### src/hdl/pwm_motif_scanner_core_defines.svh
// Assertion macros for the motif scanner.
`ifndef PWM_MOTIF_SCANNER_CORE_DEFINES_SVH
`define PWM_MOTIF_SCANNER_CORE_DEFINES_SVH

// check a same-cycle implication on the core clock
`define PMS_ASSERT_NOW(name, ante, cons, msg) \
  name: assert property (@(posedge clk) disable iff (!rst_n) (ante) |-> (cons)) \
    else $error(msg);

// check a next-cycle implication on the core clock
`define PMS_ASSERT_NEXT(name, ante, cons, msg) \
  name: assert property (@(posedge clk) disable iff (!rst_n) (ante) |=> (cons)) \
    else $error(msg);

`endif

### src/hdl/pms_pkg.sv
// Shared constants and types of the motif scanner.
`timescale 1ns / 1ps
package pms_pkg;

  localparam int unsigned MAX_MOTIF_DEF  = 32;
  localparam int unsigned INDEX_BITS_DEF = 20;

  localparam int unsigned COST_W  = 16;
  localparam int unsigned PSUM_W  = 22;
  localparam int unsigned START_W = 20;
  localparam int unsigned SCORE_W = 23;
  localparam int unsigned NORM_W  = 17;
  localparam int unsigned MLEN_W  = 6;
  localparam int unsigned OFFS_W  = 8;
  localparam int unsigned BASE_W  = 3;
  localparam int unsigned POS_W   = 5;
  localparam int unsigned ADDR_W  = 4;
  localparam int unsigned DATA_W  = 32;

  localparam logic OP_LOAD = 1'b0;
  localparam logic OP_BASE = 1'b1;

  typedef struct packed {
    logic              en;
    logic [1:0]        base;
    logic [COST_W-1:0] cost;
  } pms_wr_t;

  typedef struct packed {
    logic               hit;
    logic [START_W-1:0] window_start;
  } pms_win_t;

endpackage

### src/hdl/pms_ctrl.sv
// Base index, window fill and window decision for each base word.
`timescale 1ns / 1ps
module pms_ctrl #(
  parameter int unsigned MAX_MOTIF  = pms_pkg::MAX_MOTIF_DEF,
  parameter int unsigned INDEX_BITS = pms_pkg::INDEX_BITS_DEF,
  localparam int unsigned LEN_W = $clog2(MAX_MOTIF + 1),
  localparam int unsigned TAP_W = (MAX_MOTIF > 1) ? $clog2(MAX_MOTIF) : 1
) (
  input  logic                       clk,
  input  logic                       rst_n,
  input  logic                       step,
  input  logic                       seq_start,
  input  logic [pms_pkg::MLEN_W-1:0] motif_length,
  input  logic [pms_pkg::OFFS_W-1:0] start_offset,
  output pms_pkg::pms_win_t          win,
  output logic [TAP_W-1:0]           tap
);

  logic [INDEX_BITS-1:0] base_index_r;
  logic [INDEX_BITS-1:0] base_index_nxt;
  logic [LEN_W-1:0]      fill_r;
  logic [LEN_W-1:0]      fill_nxt;
  logic [INDEX_BITS-1:0] idx;
  logic [LEN_W-1:0]      fill_cur;
  logic [LEN_W-1:0]      len;
  logic [INDEX_BITS-1:0] wstart;
  logic [31:0]           wstart_ext;

  always_comb begin
    if (motif_length == '0) begin
      len = LEN_W'(1);
    end else if (32'(motif_length) > MAX_MOTIF) begin
      len = LEN_W'(MAX_MOTIF);
    end else begin
      len = LEN_W'(motif_length);
    end
  end

  assign idx            = seq_start ? '0 : base_index_r;
  assign fill_cur       = seq_start ? '0 : fill_r;
  assign base_index_nxt = idx + 1'b1;
  assign fill_nxt       = (32'(fill_cur) < MAX_MOTIF) ? fill_cur + 1'b1 : fill_cur;

  assign wstart     = idx - INDEX_BITS'(len - 1'b1);
  assign wstart_ext = 32'(wstart);

  assign win.hit          = step && (fill_nxt >= len) &&
                            (wstart_ext >= 32'(start_offset));
  assign win.window_start = wstart_ext[pms_pkg::START_W-1:0];
  assign tap              = TAP_W'(len - 1'b1);

  always_ff @(posedge clk) begin
    if (!rst_n) begin
      base_index_r <= '0;
      fill_r       <= '0;
    end else if (step) begin
      base_index_r <= base_index_nxt;
      fill_r       <= fill_nxt;
    end
  end

endmodule
### config.mk
export PLATFORM = sky130hd
export DESIGN_NAME = pms_ctrl
export DESIGN_NICKNAME = d
export VERILOG_FILES = /design/src/hdl/pwm_motif_scanner_core_defines.svh /design/src/hdl/pms_pkg.sv /design/src/hdl/pms_ctrl.sv
export SDC_FILE = /design/constraint.sdc
export NUM_CORES = 1
export LEC_CHECK = 0
export BUFFER_PORTS_ARGS = -buffer_cell sky130_fd_sc_hd__buf_2
export CAP_MARGIN = 0
export CORE_UTILIZATION = 25
export DETAILED_ROUTE_END_ITERATION = 10
export PLACE_DENSITY = 0.43
export SLEW_MARGIN = 20
export SYNTH_ARGS = -nofsm -noshare
export SYNTH_HDL_FRONTEND = slang
export SYNTH_SLANG_ARGS = --single-unit
### constraint.sdc
create_clock -name clk -period 8.2 [get_ports clk]
set_clock_uncertainty 0.1 [all_clocks]
set_input_delay 1.64 -clock clk [delete_from_list [all_inputs] [get_ports clk]]
set_output_delay 1.64 -clock clk [all_outputs]
set_load 0.01 [all_outputs]
==> flow_summary.yaml, run 1 <==
status:
  outcome: "finished with violations"
  failed_checks: "DRC"
clocking:
  htreeDepth: 1
  hold_buffers: 0
  cts_tree: "done"
  clock_tree.buffer_depth: 2
  clock-sinks: 26
  cts.repair.resized: 0
  cts_buffers: 3
  root_buffer: "clkbuf_16"
  clk_pin_slew_ns: 0.06
  clk_latency_ns: 0.26
  postCtsSetupBuffers: 0
worst_setup_path:
  worstPathMaxFanout: 4
  cp.required_ns: 6.46
  r2r_start: "base_index_r[1]$_SDFFE_PN0P_"
  reg2reg_to: "base_index_r[16]$_SDFFE_PN0P_"
  startpoint_type: "input pin"
  reg2reg_slack_ns: 6.06
  r2r_cells: 8
  cp-end-kind: "output port"
  critPathKind: "input pin to output port"
  cp.arrival_ns: 6.06
sta:
  fin_ws_ns: 0.399
  tightestPinTransition_ns: 0.570
  fin_tns_setup_ns: 0
  period_needed_ns: 7.80
  slew_viol_final: 0
  finalHoldViolCount: 0
  rsz0062_at_grt: "false"
  setup_viol: 0
  fmax_mhz: 128
  layout_worst_path_cycle_share: 0.951
  relSlewSlack: 0.619
floorplan:
  io_pins: 44
  die_h_um: 112
  start_util: 0.260
  core_sq_um: 11600
  rows: 39
  dieArea_sq_um: 12500
  die_w_um: 112
synth:
  ys_top_cells_by_area: "dfxtp_1 17%, ha_1 15%, nor2b_1 6.4%"
  synth_area_sq_um: 3010
  synthFlopType: "dfxtp_1"
  syn_area_per_cell_sq_um: 7.54
  ys_types: 55
  yosysSeqAreaShare: 0.173
  synth-edff-count: 0
  synth-seq-cells: 26
  synthCells: 399
  synth_top_cell_by_area: "dfxtp_1"
  yosysWarnings: 0
  async_reset_ff_frac: 0
  synth_nets: 454
  synth_top_area_share: 0.173
placed_design:
  numPortBuffers: 43
  place_congestion: 0.775
  dp_slack_ns: 0.380
  hpwlAfterDp_mm: 5.86
layout:
  syn2layout_area_growth_pct: 14.7
  n_fill_cell: 1223
  drive_gt1_frac: 0.127
  antennaDiodeCount: 0
  multi_input_area_sq_um: 2340
  register_area_sq_um: 520
  final_core_util: 0.299
  nets: 490
detailed_routing:
  routedWlPerCell_um: 12.9
  finalWirelength_mm: 7.42
  ant_nets: 0
  first_pass_iters: 7
  drc: 5
  drt-initial-drc-count: 119
  routed_via_density: 4.92
  vias: 2838
worst_hold_path:
  hold_class: "flip-flop to flip-flop"
  hold_end: "base_index_r[4]$_SDFFE_PN0P_"
  min_from: "base_index_r[4]$_SDFFE_PN0P_"
  min_path_cells: 2
grt:
  first_global_vias: 2667
  antenna_found_initial: 0
  grt_usage: 0.119
  grt-ovfl-total: 0
  grt_max_degree: 27
  grt_pass1_wl_mm: 12.5
power:
  powerDensity_nw_per_um2: 105
  p_leak_nw: 1.54
  ir_worst_vdd_v: 0.0000656
  p_total_mw: 0.362
run:
  drv_cap: 0
how the worst max path moves through the flow:
stage | from | end | slack [ns]
3_5_place_dp | motif_length[2] | win[20] | 0.38
5_1_grt | motif_length[2] | win[20] | 0.06
6_report | motif_length[2] | win[20] | 0.40
2_1_floorplan | motif_length[2] | win[20] | 0.96
4_1_cts | motif_length[2] | win[20] | 0.38
3_3_place_gp | motif_length[2] | win[20] | 0.48
cells by family (layout without fill, tap and decap cells):
group                      count (synthesis)  after routing  synth area share
DFF                                       26             26             0.173
other                                      1              1           0.00125
AOI/OAI and AO/OA                         83             83             0.197
xor gates and xnor gates                  32             32            0.0931
muxes                                      3              3            0.0104
buffers and inverters                     35             70            0.0499
and+or+nand+nor                          182            182             0.319
adders and majority gates                 37             37             0.156
power breakdown:
part           total [mW]  switching (mW)  internal, mW
Clock               0.144          0.0471        0.0972
Sequential          0.130         0.00216         0.128
Combinational      0.0878          0.0499        0.0379
Total               0.362          0.0992         0.263
flip-flops by register name, summed over array words and instances, names as in the netlist:
name          count
base_index_r     20
fill_r            6
worst max-delay path, cell delays in order:
cell and delay (ns):
buf_2 0.11, nor4_1 0.26, nor2_1 0.07, nor2_1 0.15, inv_1 0.12, ha_1 0.25, nand3_1 0.09, xnor2_1 0.17
ha_1 0.33, a21o_1 0.24, a21oi_1 0.34, nand2_1 0.11, xor2_1 0.17, ha_1 0.21, a211oi_1 0.20, o21ai_0 0.11
a21o_1 0.18, a2111o_1 0.31, a2111oi_2 0.46, nand4bb_1 0.14, o31a_1 0.25, buf_2 0.13
cell type report:
| class | count | area share |
|---|---|---|
| Clock buffer | 3 | 0.0217 |
| Multi-Input combinational cell | 338 | 0.678 |
| Inverter | 21 | 0.0228 |
| Timing Repair Buffer | 45 | 0.0667 |
| Clock inverter | 1 | 0.00870 |
| Sequential cell | 26 | 0.151 |
| Tap cell | 143 | 0.0518 |
layer usage:
metal,part of all wire,up-vias,global-route usage,routed length [um]
li1,-,1485,-,-
met1,0.49,1320,0.152,3640
met2,0.47,27,0.212,3490
met3,0.025,6,0.0114,185
met4,0.014,0,0.0297,104
met5,0,-,0,0
cell usage after synthesis, types with 3 or more instances:
master / n
a31oi_1: 5
a211oi_1: 3
xor2_1: 16
nand2b_1: 9
or3_1: 5
nor3_1: 11
o211ai_1: 3
a21o_1: 13
xnor2_1: 16
a21oi_1: 14
ha_1: 36
nor2b_1: 31
o211a_1: 4
nand3_1: 15
nor2_1: 24
and3_1: 8
o21ai_0: 14
dfxtp_1: 26
nand2_1: 44
clkbuf_1: 9
nand4_1: 6
and2_1: 18
a211o_1: 6
inv_1: 21
stage by stage:
stage,cells,area (sq um),hold slack [ns]
2_1_floorplan,399,3010,0.391
3_3_place_gp,573,3350,0.429
3_5_place_dp,573,3350,0.438
4_1_cts,577,3450,0.447
5_1_grt,577,3450,0.483
6_report,577,3450,0.443
layout by cell type (no fill, tap or decap), drive strengths merged, types with 3 or more instances in the layout:
cell type / n
buf: 45
nand2: 44
ha: 36
nor2b: 31
dfxtp: 26
nor2: 24
inv: 21
and2: 18
xor2: 16
xnor2: 16
nand3: 15
o21ai: 14
a21oi: 14
a21o: 13
nor3: 11
nand2b: 9
and3: 8
a211o: 6
nand4: 6
a31oi: 5
or3: 5
o211a: 4
o211ai: 3
a211oi: 3
clkbuf: 3
a2111oi: 3
Power figures use the tool's default switching activity.
==> run 2: changes to the inputs <==
--- a/config.mk
+++ b/config.mk
@@ -12,3 +12,3 @@
 export PLACE_DENSITY = 0.43
-export SLEW_MARGIN = 20
+export SLEW_MARGIN = 40
 export SYNTH_ARGS = -nofsm -noshare
==> constraint.sdc (replaced) <==
create_clock -name clk -period 8.2 [get_ports clk]
set_clock_uncertainty 0.1 [all_clocks]
set_input_delay 2.05 -clock clk [delete_from_list [all_inputs] [get_ports clk]]
set_output_delay 2.05 -clock clk [all_outputs]
set_load 0.01 [all_outputs]
==> run 2 against run 1 <==
  * The run ends with DRC, setup timing left
  * Utilization is 4.7 points higher
  * First-iteration DRC count is 19% higher
  * Sequential cell count stayed put
  * Clock power is 17% lower
  * Wire length is 6.4% higher
  * Critical path depth is 2 lower
  * Non-clock buffer count is 56 higher
  * Via count is 6.9% higher
  * Combinational power is 42% higher
  * Count of clock-buffer cells in the layout is 1 higher
  * Sequential share of layout area is 2.0 points lower
  * Total power is 3.6% higher
  * Critical path type unchanged
  * Highest routed layer unchanged
==> flow_summary.yaml, run 2 (same netlist as run 1, synthesis figures left out) <==
status:
  outcome: "finished with violations"
  failed_checks: "DRC, setup timing"
floorplan:
  start_util: 0.260
  die_w_um: 112
  io_pins: 44
  dieArea_sq_um: 12500
  core_sq_um: 11600
  rows: 39
  die_h_um: 112
layout:
  register_area_sq_um: 520
  n_fill_cell: 1220
  drive_gt1_frac: 0.263
  reg_top3: "base_index_r: 20 flops, fill_r: 6 flops"
  antennaDiodeCount: 0
  final_core_util: 0.345
  syn2layout_area_growth_pct: 32.7
  largest_register_ff_count: 20
  layout_commonest_cell: "buf_4"
  final_cell_mix: "58 x buf_4, 44 x nand2_1, 41 x buf_2"
  stdcell_area_sq_um: 3990
  multi_input_area_sq_um: 2460
  regMostFlops: "base_index_r"
  nets: 546
sta:
  setup_viol: 1
  fin_tns_setup_ns: -0.0843
  fin_hold_ws_ns: 0.443
  finalHoldViolCount: 0
  relSlewSlack: 0.619
  rsz0062_at_grt: "true"
  fmax_mhz: 121
  slew_viol_final: 0
  layout_worst_path_cycle_share: 1.01
  tightestPinTransition_ns: 0.570
  fin_ws_ns: -0.0843
  period_needed_ns: 8.28
worst_setup_path:
  startpoint_type: "input pin"
  max_stage_delay_ns: 0.49
  crit_top_cell: "buf_4"
  cp.required_ns: 6.05
  worstPathMaxFanout: 3
  cp-end-kind: "output port"
  cp_slowest_cell: "or4_4"
  critPathKind: "input pin to output port"
  cp.arrival_ns: 6.13
  crit_chain: "buf_6, nor4_4, nor2_1, nor2_1, inv_2, ha_4, xor2_2, ha_1, buf_4, o211ai_1, a21oi_2, buf_4, buf_4, or4_4, and4_4, a2111o_1, a2111oi_4, nand4bb_1, o31a_1, buf_2"
worst_hold_path:
  hold_class: "flip-flop to flip-flop"
grt:
  grt_usage: 0.128
  grt_pass1_wl_mm: 13.6
  first_global_vias: 2973
  grt_max_degree: 27
  grt-ovfl-total: 0
  antenna_found_initial: 0
placed_design:
  place_congestion: 0.783
  dp_slack_ns: -0.296
  hpwlAfterDp_mm: 6.07
  dpl_cell_area_sq_um: 3640
  numPortBuffers: 43
power:
  ir_worst_vdd_v: 0.0000676
  p_leak_nw: 1.84
  powerDensity_nw_per_um2: 93.9
detailed_routing:
  finalWirelength_mm: 7.90
  routed_via_density: 4.79
  vias: 3033
  drc: 5
  first_pass_iters: 7
  ant_nets: 0
  routedWlPerCell_um: 12.5
  drt-initial-drc-count: 142
clocking:
  cts_buffers: 3
  clock_tree.buffer_depth: 2
  clock-sinks: 26
  root_buffer: "clkbuf_16"
  htreeDepth: 1
  cts_tree: "done"
  clk_pin_slew_ns: 0.07
  clk_latency_ns: 0.26
run:
  drv_cap: 0
-- run 2: path summary, 6_finish.rpt --
path / from / end / slack (ns) / cells past startpoint
setup reg to reg: base_index_r[1]$_SDFFE_PN0P_ / base_index_r[16]$_SDFFE_PN0P_ / 6.01 / 8
hold reg to reg: base_index_r[4]$_SDFFE_PN0P_ / base_index_r[4]$_SDFFE_PN0P_ / 0.44 / 2
setup / recovery: motif_length[1] / win[20] / -0.08 / 20
hold / removal: base_index_r[4]$_SDFFE_PN0P_ / base_index_r[4]$_SDFFE_PN0P_ / 0.44 / 2
-- run 2: worst max-delay path, delay by kind of cell --
family | cells | cell delay (ns)
buffers and inverters | 6 | 0.73
xor gates and xnor gates | 1 | 0.17
adders and majority gates | 2 | 0.50
AOI/OAI and AO/OA | 5 | 1.32
and+or+nand+nor | 6 | 1.33
-- run 2: per-layer routing --
metal | vias up | wire, um | global-route usage
li1 | 1597 | - | -
met1 | 1410 | 3870 | 0.166
met2 | 22 | 3860 | 0.234
met3 | 4 | 125 | 0.0125
met4 | 0 | 38 | 0.0189
met5 | - | 0 | 0
-- run 2: power by group --
group          total, mW  switching, mW  internal (mW)
combinational      0.125         0.0595         0.0655
sequential         0.130        0.00214          0.128
clock              0.120         0.0458         0.0747
total              0.375          0.107          0.268
-- run 2: metrics by stage --
stage                     power, mW  std cells
after floorplan               0.193        399
after global placement        0.238        612
after detailed placement      0.238        612
after CTS                     0.375        630
after global routing          0.399        633
final                         0.375        633
-- run 2: area by class of cell --
cell class              instances  share of cell area
multi-input cells             338               0.617
flip-flops and latches         26               0.130
clock buffers                   4              0.0222
inverters                      21              0.0197
repair buffers                101               0.166
well taps                     143              0.0448
-- run 2: repair_timing --
action                                  4_1_cts  5_1_grt
hold buffers                                  0        0
setup buffers                                14        3
resized for setup                            15       11
endpoints found under the setup margin        1        2
endpoints found under the hold margin         0        0
pin swaps                                    14       16
