**src/hdl/pwm_motif_scanner_core_defines.svh**
```systemverilog
// Assertion macros for the motif scanner.
`ifndef PWM_MOTIF_SCANNER_CORE_DEFINES_SVH
`define PWM_MOTIF_SCANNER_CORE_DEFINES_SVH

// check a same-cycle implication on the core clock
`define PMS_ASSERT_NOW(name, ante, cons, msg) \
  name: assert property (@(posedge clk) disable iff (!rst_n) (ante) |-> (cons)) \
    else $error(msg);

// check a next-cycle implication on the core clock
`define PMS_ASSERT_NEXT(name, ante, cons, msg) \
  name: assert property (@(posedge clk) disable iff (!rst_n) (ante) |=> (cons)) \
    else $error(msg);

`endif

```
**src/hdl/pms_pkg.sv**
```systemverilog
// Shared constants and types of the motif scanner.
`timescale 1ns / 1ps
package pms_pkg;

  localparam int unsigned MAX_MOTIF_DEF  = 32;
  localparam int unsigned INDEX_BITS_DEF = 20;

  localparam int unsigned COST_W  = 16;
  localparam int unsigned PSUM_W  = 22;
  localparam int unsigned START_W = 20;
  localparam int unsigned SCORE_W = 23;
  localparam int unsigned NORM_W  = 17;
  localparam int unsigned MLEN_W  = 6;
  localparam int unsigned OFFS_W  = 8;
  localparam int unsigned BASE_W  = 3;
  localparam int unsigned POS_W   = 5;
  localparam int unsigned ADDR_W  = 4;
  localparam int unsigned DATA_W  = 32;

  localparam logic OP_LOAD = 1'b0;
  localparam logic OP_BASE = 1'b1;

  typedef struct packed {
    logic              en;
    logic [1:0]        base;
    logic [COST_W-1:0] cost;
  } pms_wr_t;

  typedef struct packed {
    logic               hit;
    logic [START_W-1:0] window_start;
  } pms_win_t;

endpackage

```
**src/hdl/pms_cell.sv**
```systemverilog
// One motif position: its four base costs and its partial sum stage.
`timescale 1ns / 1ps
module pms_cell (
  input  logic                     clk,
  input  logic                     rst_n,
  input  logic                     shift_en,
  input  logic [pms_pkg::BASE_W-1:0] base_code,
  input  pms_pkg::pms_wr_t         wr,
  input  logic [pms_pkg::PSUM_W-1:0] psum_in,
  output logic [pms_pkg::PSUM_W-1:0] psum_out
);

  logic [pms_pkg::COST_W-1:0] cost_r [4];
  logic [pms_pkg::COST_W-1:0] cost_sel;
  logic [pms_pkg::PSUM_W-1:0] psum_r;
  logic [pms_pkg::PSUM_W-1:0] psum_nxt;

  always_ff @(posedge clk) begin
    if (wr.en) begin
      cost_r[wr.base] <= wr.cost;
    end
  end

  // non-ACGT codes cost nothing
  assign cost_sel = base_code[2] ? '0 : cost_r[base_code[1:0]];
  assign psum_nxt = psum_in + pms_pkg::PSUM_W'(cost_sel);

  always_ff @(posedge clk) begin
    if (!rst_n) begin
      psum_r <= '0;
    end else if (shift_en) begin
      psum_r <= psum_nxt;
    end
  end

  assign psum_out = psum_r;

endmodule

```
**config.mk**
```make
export PLATFORM = sky130hd
export DESIGN_NAME = pms_cell
export DESIGN_NICKNAME = d
export VERILOG_FILES = /design/src/hdl/pwm_motif_scanner_core_defines.svh /design/src/hdl/pms_pkg.sv /design/src/hdl/pms_cell.sv
export SDC_FILE = /design/constraint.sdc
export NUM_CORES = 1
export LEC_CHECK = 0
export ABC_AREA = 1
export BUFFER_PORTS_ARGS = -buffer_cell sky130_fd_sc_hd__buf_4
export CORE_AREA = 5 5 140 142
export CTS_CLUSTER_DIAMETER = 40
export CTS_CLUSTER_SIZE = 12
export DETAILED_ROUTE_END_ITERATION = 8
export DIE_AREA = 0 0 145 147
export PLACE_DENSITY = 0.48
export SYNTH_ARGS = -nofsm -noshare
export SYNTH_HDL_FRONTEND = slang
export SYNTH_SLANG_ARGS = --single-unit
```
**constraint.sdc**
```tcl
create_clock -name clk -period 4 [get_ports clk]
set_input_delay 0.4 -clock clk [delete_from_list [all_inputs] [get_ports clk]]
set_output_delay 0.4 -clock clk [all_outputs]
set_load 0.005 [all_outputs]
```
==> reports/results.ini, run 1 <==
[outcome]
outcome=complete, no violations

[floorplan]
start_util_pct=25.34
num_io_pins=69
die_x_um=145
rows=50
die_h_um=147
core-area_um2=18330
die_area_um2=21320

[worst_setup_path]
rr_startpoint=cost_r[0][0]
crit_path_frequent_cell=nand2_1
cp_slowest_cell=ha_1
max_stage_delay_ps=350
required_ps=4230
r2r_slack_ps=1620
cp_cell_sequence=buf_4, inv_1, buf_4, o21ai_0, a21oi_1, ha_1, nand2_1, inv_1, nand2_1, nand2_1, nand2_1, nand3_1, xor2_1, o21ai_0, inv_1
end_kind=flip-flop
critPathArrivalTime_ps=2910
criticalPathCategory=in2reg
timing.rr.end=psum_out[20]
startpoint_type=input pin
worstRegToRegCells=17
worst-path-max-fanout=33

[grt]
grt-ovfl-total=0
grt_pass1_wl_mm=19.62
grt_antenna_before_repair=0
grt_max_degree=36
grt_pass1_vias=3750
grtUsageTotal_pct=11.49

[cts]
cts_tree=yes
cts_hold_buf=0
numCtsBuffers=9
cts_max_level=3
root_buffer=clkbuf_16
clkSinkCount=86
ctsResizeCount=0
clk_pin_slew_ps=60
clk-insertion-delay-late_ps=340
post_cts_buffers=0
clockBufferDepth=2

[logic_synthesis]
synth_cell_types=30
synth_area_um2=4646
syn-num-nets=639
yosys_register_bits=86
yosysSeqAreaShare_pct=50.85
synthesis.instances=575
yosys_warnings=0
synth.avg_cell_area_um2=8.079

[sta]
final.min_clock_period_ps=2689
rsz0062_at_grt=no
hold_viol_final=0
tightest_slew_ps=584.7
clock_skew_ps=8.116
final-setup-viol-count=0
final_max_slew_viol_count=0
clock.fmax_mhz=372.0
setup_tns_ps=0
timing.slew.headroom_pct=60.97
finalCritPeriodShare_pct=67.21

[pwr]
p_switching_mw=0.5959
power_frac_comb_pct=17.3
seqPwrFrac_pct=45.8
clockPowerShare_pct=36.9
power_density_nw_per_um2=394.4
irDropWorstVdd_mv=0.2380
intPower_mw=1.656
swShare_pct=26.46
leakage_nw=2.599

[place]
dpl.hpwl_mm=9.134
numPortBuffers=68
gp_congestion=0.8402

[routing]
num_vias=3764
drtIter0Drc=248
drcViolationCount=0
viasPerCell=4.272
drt.antenna.violating_nets=0
drt_pass1_iterations=4
finalWirelength_mm=12.08
wl_per_cell_um=13.71

[job]
cap_violations=0

[finish]
n_fill_cell=1986
mostFrequentLayoutCells=129 x nor2_1, 112 x nand2_1, 77 x inv_1, 73 x buf_4, 64 x edfxtp_1
layout-drive-gt1-share_pct=16.23
final_util_pct=31.15
diodes=0
fin_nets=706
final_common_cell=nor2_1
area_growth_syn_to_layout_pct=22.92
multi_input_area_um2=1917
seq_area_um2=2362

[hold_path]
worstHoldPathCells=1
holdCritStartpoint=wr[11]
min-delay-path-class=in2reg
hold_end=cost_r[0][11]

==> per-stage QoR <==
step | total power [mW] | cell area (um^2) | setup slack [ps] | hold slack (ps) | instances
3_5_place_dp | 1.445 | 5413 | 964.3 | 524.6 | 865
5_1_grt | 2.377 | 5710 | 982.4 | 255.1 | 881
4_1_cts | 2.293 | 5710 | 1321 | 245.1 | 881
6_report | 2.252 | 5710 | 1312 | 261.5 | 881
3_3_place_gp | 1.440 | 5413 | 994.7 | 504.4 | 865
2_1_floorplan | 1.289 | 4646 | 1445 | 498.0 | 575
==> layout make-up <==
| type | instances | area share (%) |
|---|---|---|
| clock inverter | 6 | 1.205 |
| sequential | 86 | 41.37 |
| multi-input combinational | 394 | 33.57 |
| inverter | 78 | 5.127 |
| tap | 234 | 5.127 |
| timing repair buffer | 73 | 9.597 |
| clock buffer | 10 | 4.010 |
==> per-layer routing <==
| metal | track usage (%) | wire length, um | vias to the layer above | part of all wire [%] |
|---|---|---|---|---|
| met5 | 0 | 0 | - | 0 |
| met1 | 14.79 | 5583 | 1692 | 46 |
| met4 | 2.872 | 113 | 0 | 0.94 |
| li1 | - | - | 1982 | - |
| met2 | 19.30 | 5826 | 81 | 48 |
| met3 | 2.992 | 551 | 9 | 4.6 |
==> power by group through the flow <==
stage / registers (mW) / logic (mW) / clock network [mW]
2_1_floorplan: 1.05 / 0.239 / 0
3_5_place_dp: 1.05 / 0.394 / 0
4_1_cts: 1.03 / 0.395 / 0.866
3_3_place_gp: 1.05 / 0.390 / 0
6_report: 1.03 / 0.389 / 0.832
5_1_grt: 1.04 / 0.445 / 0.896
==> worst max-delay path: cells and delay by family <==
| kind | cells | cell delay (ps) |
|---|---|---|
| buffers and inverters | 5 | 900 |
| AOI/OAI and AO/OA | 3 | 520 |
| xor gates and xnor gates | 1 | 200 |
| adders and majority gates | 1 | 350 |
| and+or+nand+nor | 5 | 530 |
==> worst max path at each step <==
stage	start	endpoint	slack [ps]
floorplan	base_code[1]	psum_out[20]	1450
global placement	base_code[1]	psum_out[20]	990
detailed placement	base_code[1]	psum_out[20]	960
CTS	base_code[1]	psum_out[20]	1320
global route	base_code[0]	psum_out[14]	980
finish	base_code[0]	psum_out[10]	1310
==> sequential cells by signal (all words and copies together), names as in the netlist <==
| signal | cells |
|---|---|
| psum_out | 22 |
| cost_r | 64 |
==> cells by family (layout without fill, tap and decap cells) <==
group                      after synthesis  after routing  synth area share [%]
AOI/OAI and AO/OA                       83             83                 9.588
xor gates and xnor gates                 9              9                 1.697
adders and majority gates               17             17                 4.740
buffers and inverters                   95            167                 8.322
DFF                                     86             86                 50.85
and+or+nand+nor                        285            285                 24.80
==> Yosys cell counts <==
master    number  area, um^2
a21oi_1       26       130.1
a21oi_2        3       26.28
and2_0         1       6.260
buf_2          5       25.02
buf_4          1       7.510
clkbuf_1       9       33.78
clkbuf_8       2       27.53
clkinv_1       1       3.750
dfxtp_1       22       440.4
edfxtp_1      64        1922
fa_1           1       20.02
ha_1          16       200.2
inv_1         77       289.0
nand2_1      112       420.4
nand2_2        4       25.02
nand3_1       21       105.1
nand3_2        1       10.01
nand3b_1       1       7.510
nand4_1        2       12.51
nor2_1       129       484.2
nor2_2         3       18.77
nor2_4         1       11.26
nor3_1         9       45.04
o21ai_0       49       245.2
o21ai_1        2       10.01
o21bai_1       2       15.01
o21bai_4       1       18.77
or2_2          1       6.260
xnor2_1        3       26.28
xor2_1         6       52.55
Power figures use the tool's default switching activity.
==> run 2: changes to the inputs <==
- PLACE_DENSITY: 0.48 -> 0.5
- clock period: 4 -> 2.3 ns (I/O delays scaled with it)
==> reports/results.ini, run 2 (synthesis results as in run 1) <==
[outcome]
outcome=complete, no violations

[finish]
n_fill_cell=1958  ; -1.4%
final_util_pct=33.75  ; +2.6 points
diodes=0  ; unchanged
final_common_cell=nor2_1
layout-drive-gt1-share_pct=26.26  ; +10 points
seq_area_um2=2362  ; unchanged
area_growth_syn_to_layout_pct=33.18
regMostFlops=cost_r
fin_nets=756  ; +7.1%
largest_reg_flops=64  ; unchanged
multi_input_area_um2=2031  ; +5.9%
mostFrequentLayoutCells=128 x nor2_1, 122 x buf_4, 100 x nand2_1, 74 x inv_1, 64 x edfxtp_1

[sta]
hold_viol_final=0  ; unchanged
setup_slack_ps=95.94  ; -1216 ps
clock.fmax_mhz=453.7
fin_hold_ws_ps=81.87  ; -179.6 ps
final-setup-viol-count=0  ; unchanged
tightest_slew_ps=523.2  ; -61.56 ps
timing.slew.headroom_pct=64.91  ; +3.9 points
rsz0062_at_grt=yes
clock_skew_ps=14.30  ; +6.181 ps
final.min_clock_period_ps=2204
final_max_slew_viol_count=0  ; unchanged
setup_tns_ps=0  ; unchanged
finalCritPeriodShare_pct=95.83

[cts]
clkSinkCount=86  ; unchanged
cts_max_level=3  ; unchanged
root_buffer=clkbuf_16
clk_pin_slew_ps=70  ; about the same
clk-insertion-delay-late_ps=350  ; about the same
cts_hold_buf=0  ; unchanged
numCtsBuffers=9  ; unchanged
cts_tree=yes
clockBufferDepth=2  ; unchanged

[floorplan]
die_area_um2=21320  ; unchanged
num_io_pins=69  ; unchanged
die_h_um=147  ; unchanged
die_x_um=145  ; unchanged
core-area_um2=18330  ; unchanged
rows=50  ; unchanged
start_util_pct=25.34  ; unchanged

[worst_setup_path]
criticalPathCategory=reg2reg
rr_startpoint=cost_r[2][0]
worst-path-max-fanout=5  ; -85%
end_kind=flip-flop
required_ps=2540  ; -1690 ps
startpoint_type=flip-flop
startpoint=cost_r[2][0]
worstRegToRegCells=18  ; +1
critPathArrivalTime_ps=2440  ; -470 ps

[routing]
drt_pass1_iterations=6  ; +2
drcViolationCount=0  ; unchanged
drtIter0Drc=178  ; -28%
viasPerCell=4.141  ; -3.1%
routed-wl-met2_mm=5.930  ; +1.8%
topRoutingLayerUsed=met4
num_vias=3855  ; +2.4%
wl_per_cell_um=13.05  ; -4.8%
drt.antenna.violating_nets=0  ; unchanged
finalWirelength_mm=12.15  ; +0.65%
met1_length_mm=5.671  ; +1.6%
met3_length_um=479  ; -13%

[grt]
grt_pass1_vias=3895  ; +3.9%
grt_max_degree=36  ; unchanged
grtUsageTotal_pct=11.65  ; +0.16 points
grt_pass1_wl_mm=19.73  ; +0.60%
grt_antenna_before_repair=0  ; unchanged
grt-ovfl-total=0  ; unchanged

[job]
cap_violations=0  ; unchanged

[pwr]
leakage_nw=2.846  ; +9.5%
irDropWorstVdd_mv=0.4273  ; +80%
power_density_nw_per_um2=644.7  ; +63%

[place]
dp_slack_ps=-152.8  ; -1117 ps
gp_congestion=0.8488  ; +1.0%
numPortBuffers=68  ; unchanged
dpl.hpwl_mm=9.487  ; +3.9%

[hold_path]
min-delay-path-class=in2reg
worstHoldPathCells=1  ; unchanged
holdCritStartpoint=wr[2]

run 2: cell count changes in the layout (fill, tap and decap cells not counted), sizes merged:
cell / before / now
clkinv: 4 / 1
buf: 73 / 123
inv: 79 / 81
bufinv: 1 / 0
clkinvlp: 0 / 2
run 2: layout make-up:
class	count	area share [%]
inverter	78	4.732
clock buffer	10	3.701
multi-input combinational	394	32.82
clock inverter	6	0.8493
tap	234	4.732
timing repair buffer	123	14.98
sequential	86	38.18
run 2: stage by stage:
| step | std cells | instance area [um^2] | power, mW |
|---|---|---|---|
| 2_1_floorplan | 575 | 4661 | 2.245 |
| 4_1_cts | 928 | 6062 | 4.004 |
| 5_1_grt | 931 | 6187 | 4.216 |
| 3_5_place_dp | 912 | 5771 | 2.615 |
| 6_report | 931 | 6187 | 3.989 |
| 3_3_place_gp | 912 | 5771 | 2.614 |
run 2: final timing paths:
kind,to,slack [ps]
min,cost_r[1][2],80
max,psum_out[20],100
max reg2reg,psum_out[20],100
min reg2reg,psum_out[17],520
run 2: report_power, final:
| group | internal (mW) | switching [mW] |
|---|---|---|
| Sequential | 1.76 | 0.0309 |
| Combinational | 0.372 | 0.448 |
| Clock | 0.751 | 0.625 |
| Total | 2.89 | 1.10 |
run 2: metal layers:
layer  vias up  GRT usage (%)
li1       2076              -
met4         0          2.684
met3         7          3.208
met5         -              0
met1      1715          14.63
met2        57          19.97
run 2: repair_timing:
item                       4_1_cts  5_1_grt
cloned                           0        0
setup endpoints to repair        1       16
resized for setup                3       33
buffers inserted                 0        3
pin swaps                        5       28
run 2: critical path, cell delays in order, from the launching register on:
cell and delay [ps]:
edfxtp_1 320, nor2_1 50, nor2_1 90, o21ai_1 60, a21oi_1 140, buf_4 140, ha_4 120, inv_2 30
fa_2 370, o21ai_1 150, nand3_1 100, nand2_2 100, nand2_2 70, nand2_4 80, nand2_2 40, nand2_1 70
nand3_1 60, nand2_1 70, inv_1 30
==> run 3: changes to the inputs <==
- BUFFER_PORTS_ARGS: -buffer_cell sky130_fd_sc_hd__buf_4 -> -buffer_cell sky130_fd_sc_hd__clkbuf_2
==> reports/results.ini, run 3 (synthesis results as in run 1) <==
[finish]
n_fill_cell=1966  ; +0.41%
regMostFlops=cost_r
mostFrequentLayoutCells=127 x nor2_1, 107 x nand2_1, 75 x inv_1, 68 x clkbuf_2, 64 x edfxtp_1
fin_nets=747  ; -1.2%
largest_reg_flops=64  ; unchanged
diodes=0  ; unchanged
multi_input_area_um2=2028  ; -0.12%
seq_area_um2=2362  ; unchanged
final_common_cell=nor2_1
layout-drive-gt1-share_pct=24.89  ; -1.4 points
area_growth_syn_to_layout_pct=28.14

[routing]
drcViolationCount=0  ; unchanged
drt_pass1_iterations=4  ; -2
num_vias=3800  ; -1.4%
drt.antenna.violating_nets=0  ; unchanged
wl_per_cell_um=12.88  ; -1.3%
viasPerCell=4.126  ; -0.36%
finalWirelength_mm=11.86  ; -2.4%
drtIter0Drc=205  ; +15%

[floorplan]
rows=50  ; unchanged
start_util_pct=25.34  ; unchanged
die_x_um=145  ; unchanged
die_area_um2=21320  ; unchanged
core-area_um2=18330  ; unchanged
die_h_um=147  ; unchanged
num_io_pins=69  ; unchanged

[worst_setup_path]
required_ps=2540  ; about the same
worst-path-max-fanout=5  ; unchanged
end_kind=flip-flop
startpoint_type=flip-flop
cp_cell_sequence=nor2_1, nor2_1, o21ai_1, a21oi_2, ha_2, inv_2, fa_2, o21ai_2, nand3_2, nand2_2, nand2_2, nand2_4, nand2_1, nand2_1, nand3_1, nand2_1, inv_1
max_stage_delay_ps=400  ; +30 ps
worstRegToRegCells=17  ; -1
crit_buf_inv=2  ; -1
timing.rr.end=psum_out[20]
r2r_slack_ps=130  ; +40 ps
crit_path_frequent_cell=nand2_1
cp_slowest_cell=fa_2
rr_startpoint=cost_r[2][0]
critPathArrivalTime_ps=2400  ; -40 ps
cp.depth=17  ; -1
criticalPathCategory=reg2reg
crit_family=simple AND/OR/NAND/NOR gates

[grt]
grt_busiest_layer=met2
grt_max_degree=35  ; -2.8%
grt_antenna_before_repair=0  ; unchanged
grt-ovfl-total=0  ; unchanged
met3_usage_pct=3.578  ; +0.37 points
grt_pass1_vias=3776  ; -3.1%
met2_usage_pct=19.05  ; -0.92 points
grtUsageTotal_pct=11.60  ; -0.049 points
gr-usage-met1_pct=14.60  ; -0.033 points
grt_pass1_wl_mm=19.61  ; -0.63%

[sta]
setup_tns_ps=0  ; unchanged
final-setup-viol-count=0  ; unchanged
hold_viol_final=0  ; unchanged
clock_skew_ps=13.60  ; -0.7014 ps
timing.slew.headroom_pct=63.14  ; -1.8 points
tightest_slew_ps=549.5  ; +26.36 ps
final_max_slew_viol_count=0  ; unchanged
finalCritPeriodShare_pct=94.15  ; -1.7 points
rsz0062_at_grt=yes
fin_hold_ws_ps=101.6  ; +19.72 ps
final.min_clock_period_ps=2165  ; -38.65 ps
clock.fmax_mhz=461.8  ; +1.8%

[hold_path]
hold_end=cost_r[1][13]
holdCritStartpoint=wr[13]
worstHoldPathCells=1  ; unchanged
min-delay-path-class=in2reg

[outcome]
outcome=complete, no violations

[cts]
cts_max_level=3  ; unchanged
numCtsBuffers=9  ; unchanged
cts_tree=yes
clk_pin_slew_ps=60  ; about the same
clockBufferDepth=2  ; unchanged
clk-insertion-delay-late_ps=350  ; about the same
root_buffer=clkbuf_16
clkSinkCount=86  ; unchanged

[pwr]
irDropWorstVdd_mv=0.3947  ; -7.6%
leakage_nw=2.751  ; -3.3%
power_density_nw_per_um2=666.4  ; +3.4%

[place]
dpl.hpwl_mm=9.204  ; -3.0%
numPortBuffers=68  ; unchanged
gp_congestion=0.8016  ; -5.6%

[job]
cap_violations=0  ; unchanged

## run 3: cell types whose count changed in the layout (fill, tap and decap cells not counted), moves of 5 or more
cell      delta
nand2_2      -7
a21oi_2      +5
buf_4       -77
clkbuf_2    +68
nand2_1      +7
## run 3: stage by stage
stage / util, % / setup slack [ps] / cells / power [mW] / area [um^2]
floorplan: - / 5.228 / 575 / 2.245 / 4661
global placement: 30.23 / -136.0 / 904 / 2.554 / 5540
detailed placement: 30.23 / -145.3 / 904 / 2.552 / 5540
CTS: 31.80 / 45.16 / 919 / 3.979 / 5828
global route: 32.48 / -94.16 / 921 / 4.205 / 5953
finish: 32.48 / 134.6 / 921 / 3.967 / 5953
## run 3: report_power, final
group / internal (mW) / total [mW] / switching, mW
combinational: 0.320 / 0.759 / 0.439
clock: 0.837 / 1.42 / 0.579
sequential: 1.76 / 1.79 / 0.0299
total: 2.92 / 3.97 / 1.05
## run 3: worst max path at each step
stage / slack, ps / start / to
floorplan: 5 / base_code[0] / psum_out[20]
global placement: -140 / base_code[0] / psum_out[8]
detailed placement: -150 / base_code[1] / psum_out[18]
CTS: 50 / cost_r[2][0] / psum_out[20]
global route: -90 / cost_r[2][0] / psum_out[20]
finish: 130 / cost_r[2][0] / psum_out[20]
## run 3: final cells by class
cell class	instances	area share, %
Sequential cell	86	39.68
Multi-Input combinational cell	394	34.07
Timing Repair Buffer	114	11.58
Inverter	78	4.918
Tap cell	234	4.918
Clock buffer	10	3.846
Clock inverter	5	0.9878
## run 3: timing repair
item                       CTS  global route
gates resized for setup      0            31
setup endpoints to repair    0            13
buffers inserted             0             2
hold buffers                 0             0
## run 3: routing by layer
metal / part of all wire, % / wire length, um / up-vias
met5: 0 / 0 / -
met4: 0.91 / 108 / 0
met3: 4.4 / 524 / 8
met1: 47 / 5588 / 1678
met2: 48 / 5641 / 56
li1: - / - / 2058
